File: config.mk
export PLATFORM = sky130hd
export DESIGN_NAME = isort_cell
export DESIGN_NICKNAME = d
export VERILOG_FILES = /design/src/sv/isort_pkg.sv /design/src/sv/isort_cell.sv
export SDC_FILE = /design/constraint.sdc
export NUM_CORES = 1
export LEC_CHECK = 0
export BUFFER_PORTS_ARGS = -buffer_cell sky130_fd_sc_hd__clkbuf_2
export CORE_ASPECT_RATIO = 0.9
export CORE_UTILIZATION = 25
export DETAILED_ROUTE_END_ITERATION = 8
export PLACE_DENSITY = 0.45
export SLEW_MARGIN = 20
export SYNTH_ARGS = -nofsm -noshare
export SYNTH_HDL_FRONTEND = slang
export SYNTH_SLANG_ARGS = --single-unit
File: constraint.sdc
create_clock -name clk_i -period 6 [get_ports clk_i]
set_input_delay 0.6 -clock clk_i [delete_from_list [all_inputs] [get_ports clk_i]]
set_output_delay 0.6 -clock clk_i [all_outputs]
set_load 0.02 [all_outputs]
File: src/sv/isort_pkg.sv
// Shared types and constants for the insertion sorter.
package isort_pkg;

  localparam int unsigned KeyW = 32;

  typedef logic signed [KeyW-1:0] key_t;

  // Per-cycle command that the sequencer broadcasts to every cell.
  typedef struct packed {
    logic ins;       // insert the broadcast key
    logic shift_up;  // take the lower neighbor's entry
    logic shift_dn;  // take the upper neighbor's entry
  } cell_ctrl_t;

endpackage

File: src/sv/isort_cell.sv
// One slot of the insertion chain: holds a key and trades it with its neighbors.
module isort_cell import isort_pkg::*; (
  input  logic       clk_i,
  input  logic       rst_ni,
  input  cell_ctrl_t ctrl_i,
  input  key_t       key_i,
  input  key_t       lo_key_i,
  input  logic       lo_vld_i,
  input  logic       lo_gt_i,
  input  key_t       hi_key_i,
  input  logic       hi_vld_i,
  output key_t       key_o,
  output logic       vld_o,
  output logic       gt_o
);

  key_t key_q, key_d;
  logic vld_q, vld_d;

  // An empty slot sorts above every key, so a new key lands in the first
  // slot whose neighbor below does not exceed it.
  assign gt_o = !vld_q || (key_q > key_i);

  always_comb begin
    key_d = key_q;
    vld_d = vld_q;
    if (ctrl_i.ins) begin
      if (gt_o) begin
        if (lo_gt_i) begin
          key_d = lo_key_i;
          vld_d = lo_vld_i;
        end else begin
          key_d = key_i;
          vld_d = 1'b1;
        end
      end
    end else if (ctrl_i.shift_up) begin
      key_d = lo_key_i;
      vld_d = lo_vld_i;
    end else if (ctrl_i.shift_dn) begin
      key_d = hi_key_i;
      vld_d = hi_vld_i;
    end
  end

  // Occupancy bit.
  always_ff @(posedge clk_i or negedge rst_ni) begin
    if (!rst_ni) begin
      vld_q <= 1'b0;
    end else begin
      vld_q <= vld_d;
    end
  end

  // Key storage needs no reset.
  always_ff @(posedge clk_i) begin
    key_q <= key_d;
  end

  assign key_o = key_q;
  assign vld_o = vld_q;

endmodule

==> out/qor.yml <==
timing:
  slew_headroom_pct: 27.5
  finalSetupTns_ps: 0
  setup_viol: 0
  slew_viol_final: 0
  worst_slack_ps: 2940
  fmax_mhz: 327
  rsz0062_at_grt: "no"
  fin_skew_ps: 3.38
  final_hold_viol_count: 0
  final.period_utilization_pct: 51.0
  period_needed_ps: 3060
  tightest_slew_ps: 1090
grt:
  use_met1_pct: 17.4
  globalRouteOverflowTotal: 0
  antenna_found_initial: 0
  use_met3_pct: 2.91
  grt_pass1_vias: 2571
  grt_pass1_wl_um: 12600
  grt_max_degree: 70
  grt_use_met2_pct: 21.8
  grt_use_total_pct: 13.2
  top_usage_layer: "met2"
worst_setup_path:
  worstRegToRegCells: 8
  required_ps: 5400
  rr_startpoint: "key_o[31]$_DFFE_PP_"
  crit_start: "key_i[31]"
  arrival_ps: 2460
  start_kind: "primary input"
  r2r_end: "key_o[17]$_DFFE_PP_"
  crit_type: "in -> out"
  worstPathMaxFanout: 4
  worstSetupEndpoint: "gt_o"
  r2r_setup_slack_ps: 3090
  critPathCaptureType: "primary output"
logic_synthesis:
  synth_cell_types: 29
  synth_cells: 312
  synth.area.top_cells: "edfxtp_1, ha_1, mux2i_1, a211oi_1, a21oi_1"
  ys.flop_type: "edfxtp_1"
  yosysWarnings: 0
  syn-num-nets: 448
  ys_ff_latch: 33
  synth_top_cell_by_area: "edfxtp_1"
  async_flop_share_pct: 3.03
  seq_area_frac_synth_pct: 33.9
  synth_edf_count: 32
  netlist.area_leader.share_pct: 33.0
  syn_area_per_cell_um2: 9.33
  netlist_area_mm2: 0.00291
clock_network:
  cts-resized-gates: 0
  htree_levels: 2
  cts_tree: "yes"
  clk_latency_ps: 270
  root_buffer: "clkbuf_16"
  clkSlewWorstSetupHoldPaths_ps: 50
  clkSinkCount: 33
  cts_buffer_depth: 2
  cts-hold-fix-buffers: 0
  numCtsBuffers: 5
  cts_setup_buffers: 0
floorplan:
  initial_utilization_pct: 26.3
  io_pins: 138
  die_x_um: 116
  die_h_um: 104
  dieArea_mm2: 0.0121
  core_mm2: 0.0111
  fp-row-count: 36
final_layout:
  stdcell_area_mm2: 0.00390
  nNetsFinal: 576
  syn2layout_area_growth_pct: 34.0
  final_core_util_pct: 35.2
  instances_no_fill: 593
  drive_above_1_share_pct: 35.4
  num_antenna_cells: 0
detailed_routing:
  vias_per_cell: 4.52
  routed_wl_um: 7990
  drtAntennaViolNets: 0
  drcViolationCount: 0
  dr.pass1.iters: 5
  drt-wirelength-per-cell_um: 13.5
  drt_iter0_markers: 51
  vias: 2682
power:
  p_leak_nw: 1.89
  ir_worst_vdd_mv: 0.0956
  power.density_mw_per_mm2: 219
place:
  detailed_place.area_mm2: 0.00376
  dp_cells: 585
  gp_congestion: 0.723
  post-place-ws_ps: 2720
  io_buffer_count: 137
  hpwl_um: 6210
min_path:
  min_path_type: "in -> async"
flow_run:
  cap_violations: 0
run_status:
  status: "finished, final reports clean"
## worst max-delay path, cell delays in order
cell,delay (ps)
clkbuf_2,100
inv_1,50
ha_1,350
nand4_2,190
nor4_2,440
nand3_1,140
o21a_1,150
o21ai_1,170
nand2_1,100
clkbuf_2,170
## where the power goes
part           leakage [nW]  internal, mW  total [mW]  switching [mW]
combinational          1.49         0.121       0.293           0.173
sequential            0.334         0.296       0.317          0.0211
clock                0.0687         0.150       0.243          0.0934
## area by class of cell
| class | count | area (µm²) |
|---|---|---|
| timing repair buffer | 140 | 728 |
| clock inverter | 3 | 12.5 |
| clock buffer | 5 | 125 |
| sequential | 33 | 986 |
| fill | 1202 | 7180 |
| inverter | 35 | 131 |
| multi-input combinational | 225 | 1730 |
| tap | 152 | 190 |
## registers in the layout, indices dropped and copies added, names as in the netlist
| signal | cells |
|---|---|
| key_o | 32 |
| vld_o | 1 |
## placed cells by master, fill, tap and decap left out, types with 4 or more instances in the layout
cell type  Yosys  layout
edfxtp_1      32      32
ha_1          32      32
mux2i_1       31      31
nor2b_1       31      31
nor2_1         6       6
a211oi_1      33      33
inv_1         35      35
clkbuf_2       0     136
a21oi_1       46      46
o21ai_0        4       4
clkbuf_16      0       5
nand2_1       12      12
## Yosys cell counts (2+ instances only)
| master | number |
|---|---|
| nor4_2 | 2 |
| nand2_1 | 12 |
| clkbuf_1 | 12 |
| o21ai_0 | 4 |
| ha_1 | 32 |
| a21oi_1 | 46 |
| a21o_1 | 2 |
| a211oi_1 | 33 |
| nand4_1 | 3 |
| mux2_2 | 2 |
| mux2i_1 | 31 |
| edfxtp_1 | 32 |
| inv_1 | 35 |
| nor2b_1 | 31 |
| nand4_2 | 3 |
| a31oi_1 | 2 |
| nor2_1 | 6 |
| nor3_1 | 3 |
| nand2b_1 | 3 |
| o21ai_1 | 3 |
| buf_2 | 7 |
## routing by layer
layer | vias up | wire length [µm]
met5 | - | 0
met4 | 0 | 57
met3 | 8 | 489
met2 | 95 | 3470
met1 | 1166 | 3980
li1 | 1413 | -
## stage by stage
stage	power, mW	hold slack [ps]
after global routing	0.910	79.7
final	0.854	87.5
after floorplan	0.500	304
after CTS	0.868	81.6
after global placement	0.612	376
after detailed placement	0.620	376
## worst min path at each step
stage | startpoint | depth (start not counted) | to
finish | rst_ni | 1 | vld_o$_DFFE_PN0P_
global route | rst_ni | 1 | vld_o$_DFFE_PN0P_
CTS | rst_ni | 1 | vld_o$_DFFE_PN0P_
detailed placement | rst_ni | 1 | vld_o$_DFFE_PN0P_
global placement | rst_ni | 1 | vld_o$_DFFE_PN0P_
floorplan | rst_ni | 0 | vld_o$_DFFE_PN0P_
## cell families (layout without fill, tap and decap cells)
logic type / Yosys count / count (layout) / synth area share, %
fa+ha+maj: 32 / 32 / 13.8
simple gates: 65 / 65 / 13.3
flops: 33 / 33 / 33.9
mux: 33 / 33 / 11.4
buf+inv: 54 / 183 / 7.27
compound gates: 95 / 95 / 20.3
Note: power is estimated with default switching activity, not from simulation.
